### src/rtl/sgdmf_pkg.sv
package sgdmf_pkg;

	localparam int ROWS    = 1024;
	localparam int COLS    = 1024;
	localparam int FACTORS = 40;
	localparam int ROW_W   = 10;
	localparam int COL_W   = 10;
	localparam int FAC_W   = 6;
	localparam int ROW_AW  = $clog2(ROWS * FACTORS);
	localparam int COL_AW  = $clog2(COLS * FACTORS);

	localparam logic [23:0] LEARN_RATE_RST = 24'd50332;
	localparam logic [23:0] REG_RST        = 24'd1677722;

	localparam logic CFG_LEARN_RATE = 1'b0;
	localparam logic CFG_REG        = 1'b1;

	typedef enum logic [2:0] {
		MODE_WR_ROW = 3'd0,
		MODE_WR_COL = 3'd1,
		MODE_TRAIN  = 3'd2,
		MODE_RD_ROW = 3'd3,
		MODE_RD_COL = 3'd4
	} mode_t;

	typedef enum logic [2:0] {
		ST_IDLE,
		ST_READ,
		ST_DOT,
		ST_ERR,
		ST_UPD,
		ST_DONE
	} state_t;

	typedef struct packed {
		logic [2:0]         mode;
		logic [9:0]         row_index;
		logic [9:0]         col_index;
		logic [5:0]         factor_index;
		logic signed [31:0] value;
	} in_word_t;

	typedef struct packed {
		logic signed [31:0] result_value;
		logic               saturated;
	} out_word_t;

	// control from sequencer to the cell row
	typedef struct packed {
		logic shift;   // shift vectors one place down the chain
		logic clr_acc;
		logic acc_en;
		logic upd;     // tail pair enters the update pipeline
	} cell_ctrl_t;

	function automatic logic signed [31:0] clip32(input logic signed [63:0] v,
		output logic flag);
		logic signed [31:0] r;
		flag = 1'b0;
		r = v[31:0];
		if (v > 64'sd2147483647) begin
			r = 32'sh7fffffff;
			flag = 1'b1;
		end else if (v < -64'sd2147483648) begin
			r = 32'sh80000000;
			flag = 1'b1;
		end
		return r;
	endfunction

endpackage

### src/rtl/sgdmf_cell.sv
// one cell of the factor chain: holds one p/q pair, passes it on each shift
module sgdmf_cell import sgdmf_pkg::*; (
	input  logic               clk,
	input  cell_ctrl_t         ctrl,
	input  logic signed [31:0] p_in,
	input  logic signed [31:0] q_in,
	output logic signed [31:0] p_out,
	output logic signed [31:0] q_out
);

	logic signed [31:0] p_q, q_q;

	always_ff @(posedge clk) begin
		if (ctrl.shift) begin
			p_q <= p_in;
			q_q <= q_in;
		end
	end

	assign p_out = p_q;
	assign q_out = q_q;

endmodule

### config.mk
export PLATFORM = sky130hd
export DESIGN_NAME = sgdmf_cell
export DESIGN_NICKNAME = d
export VERILOG_FILES = /design/src/rtl/sgdmf_pkg.sv /design/src/rtl/sgdmf_cell.sv
export SDC_FILE = /design/constraint.sdc
export NUM_CORES = 1
export LEC_CHECK = 0
export ABC_AREA = 1
export ABC_CLOCK_PERIOD_IN_PS = 800
export BUFFER_PORTS_ARGS = -buffer_cell sky130_fd_sc_hd__buf_2
export CAP_MARGIN = 20
export CELL_PAD_IN_SITES_DETAIL_PLACEMENT = 0
export CELL_PAD_IN_SITES_GLOBAL_PLACEMENT = 1
export CORE_MARGIN = 5
export CORE_UTILIZATION = 29
export CTS_CLUSTER_DIAMETER = 100
export DETAILED_ROUTE_END_ITERATION = 6
export GPL_TIMING_DRIVEN = 0
export HOLD_SLACK_MARGIN = 0.15
export PLACE_DENSITY_LB_ADDON = 0.1
export SYNTH_ARGS = -nofsm -noshare
export SYNTH_HDL_FRONTEND = slang
export SYNTH_SLANG_ARGS = --single-unit
### constraint.sdc
create_clock -name clk -period 0.8 [get_ports clk]
set_input_delay 0.08 -clock clk [delete_from_list [all_inputs] [get_ports clk]]
set_output_delay 0.08 -clock clk [all_outputs]
set_load 0.05 [all_outputs]
==> flow_summary.json <==
{
  "startpoint_type": "flip-flop",
  "drc": 0,
  "drv_slew": 0,
  "drt_pass1_iterations": 3,
  "cp-end-kind": "output pin",
  "cts.sinks": 64,
  "path_class": "reg2out",
  "final_cell_mix": "64 x dlygate4sd3_1, 64 x buf_2, 64 x buf_6, 64 x edfxtp_1, 9 x clkbuf_8",
  "initial_core_util_pct": 30.1,
  "wire_per_inst_um": 15.2,
  "fin_crit_sh_pct": 123,
  "worstPathArrival_ns": 0.91,
  "syn2layout_area_growth_pct": 103,
  "row_count": 29,
  "viasPerCell": 4.05,
  "crit_family": "flip-flops",
  "p_leak_nw": 1.64,
  "setup_violations": 64,
  "clkTransAtPathRegs_ns": 0.07,
  "coreArea_mm2": 0.00639,
  "hold_ws_ns": 0.211,
  "cts_tree": "done",
  "crit_chain": "buf_6",
  "hold_viol_final": 0,
  "multi_input_gates": 0,
  "cts_buffers": 9,
  "antenna_left": 0,
  "p_total_mw": 8.65,
  "synth_cell_types": 1,
  "hp-class": "in2reg",
  "cts_max_path_buffers": 2,
  "critical_path.slowest_cell": "edfxtp_1",
  "synthCells": 64,
  "cap_violations": 0,
  "diodes": 0,
  "portBuffers": 129,
  "nets": 338,
  "fmax_ghz": 1.01,
  "synth_fp_nets": 133,
  "die_h_um": 91.4,
  "critPathMaxFanout": 1,
  "post_synth_mux_area_share_pct": 0,
  "required_ns": 0.72,
  "yosys.area_share.simple_pct": 0,
  "grt_overflow_total": 0,
  "die_w_um": 91.4,
  "multi_input_area_um2": 0,
  "slew_headroom_pct": 72.8,
  "cts_max_level": 3,
  "fin_util_pct": 61.2,
  "finalWorstPathRequiredPeriod_ns": 0.988,
  "wl_um": 5350,
  "status": "finished, violations left",
  "ys_seq_area_share_pct": 100,
  "powerDensity_mw_per_mm2": 2210,
  "root_buffer": "clkbuf_8",
  "pre_cts_slack_ns": -0.479,
  "gp_congestion": 0.653,
  "grt_pass1_wl_um": 8210,
  "nFillCells": 505,
  "synthTopCellsByArea": "edfxtp_1 100%",
  "antenna_found_initial": 0,
  "ios": 133,
  "via_count": 1420,
  "ys.warnings.count": 0,
  "max_slew.worst_pin.slew_ns": 0.408,
  "synth_compound_area_share_pct": 0,
  "violations": "negative setup slack",
  "grt_pass1_vias": 1650,
  "setup_tns_ns": -9.85,
  "ys_ff_latch": 64,
  "setup_ws_ns": -0.188,
  "yosys.area.top_type_share_pct": 100,
  "grt_max_degree": 35,
  "synth_xor_area_share_pct": 0,
  "netlist_area_mm2": 0.00192,
  "path_buf_inv": 1,
  "ir_drop_uv": 1400,
  "drt_iter0_drc": 62,
  "grt_use_total_pct": 12.8,
  "avgSynthCellArea_um2": 30.0,
  "synth_top_area_cell": "edfxtp_1",
  "rsz0062_at_grt": "true",
  "yosys.area_share.adder_pct": 0,
  "die-area_mm2": 0.00835,
  "drive_gt1_share_pct": 52.2,
  "max_stage_delay_ns": 0.41
}
==> sequential cells by signal, indices dropped and copies added (netlist names) <==
name,count
p_out,32
q_out,32
==> cell usage after synthesis <==
cell and n:
edfxtp_1 64
==> logic make-up after synthesis <==
group,after synthesis
flip-flops,64
==> layer usage <==
layer / up-vias / track usage [%] / wire length [µm]
met4: 0 / 5.50 / 46
li1: 672 / - / -
met3: 6 / 4.55 / 421
met5: - / 0 / 0
met2: 60 / 24.9 / 3150
met1: 682 / 11.7 / 1730
==> layout make-up <==
| type | count | area, µm² | share of cell area [%] |
|---|---|---|---|
| clock buffers | 12 | 135 | 3.46 |
| flip-flops and latches | 64 | 1920 | 49.2 |
| well taps | 77 | 96.3 | 2.47 |
| clock inverters | 4 | 45.0 | 1.15 |
| repair buffers | 194 | 1710 | 43.7 |
==> report_power, final <==
group          switching, mW  internal [mW]
sequential             0.120           3.99
clock                   1.15           1.43
combinational           1.17          0.795
==> final timing paths <==
path,endpoint,cells past startpoint,startpoint,slack (ns)
worst min-delay path,p_out[28],1,ctrl[3],0.21
worst max-delay path,q_out[17],1,q_out[17],-0.19
==> per-stage QoR <==
stage | std cells | cell area (µm²)
2_1_floorplan | 64 | 1920
3_3_place_gp | 270 | 2660
3_5_place_dp | 271 | 2680
4_1_cts | 351 | 3910
5_1_grt | 351 | 3910
6_report | 351 | 3910
==> repair_timing <==
item | in CTS | in global routing
gates resized for setup | 129 | 0
buffers inserted | 0 | 0
gates cloned | 0 | 0
hold endpoints to repair | 64 | 0
hold buffers | 64 | 0
setup endpoints to repair | 98 | 64
Note: power is estimated with default switching activity, not from simulation.
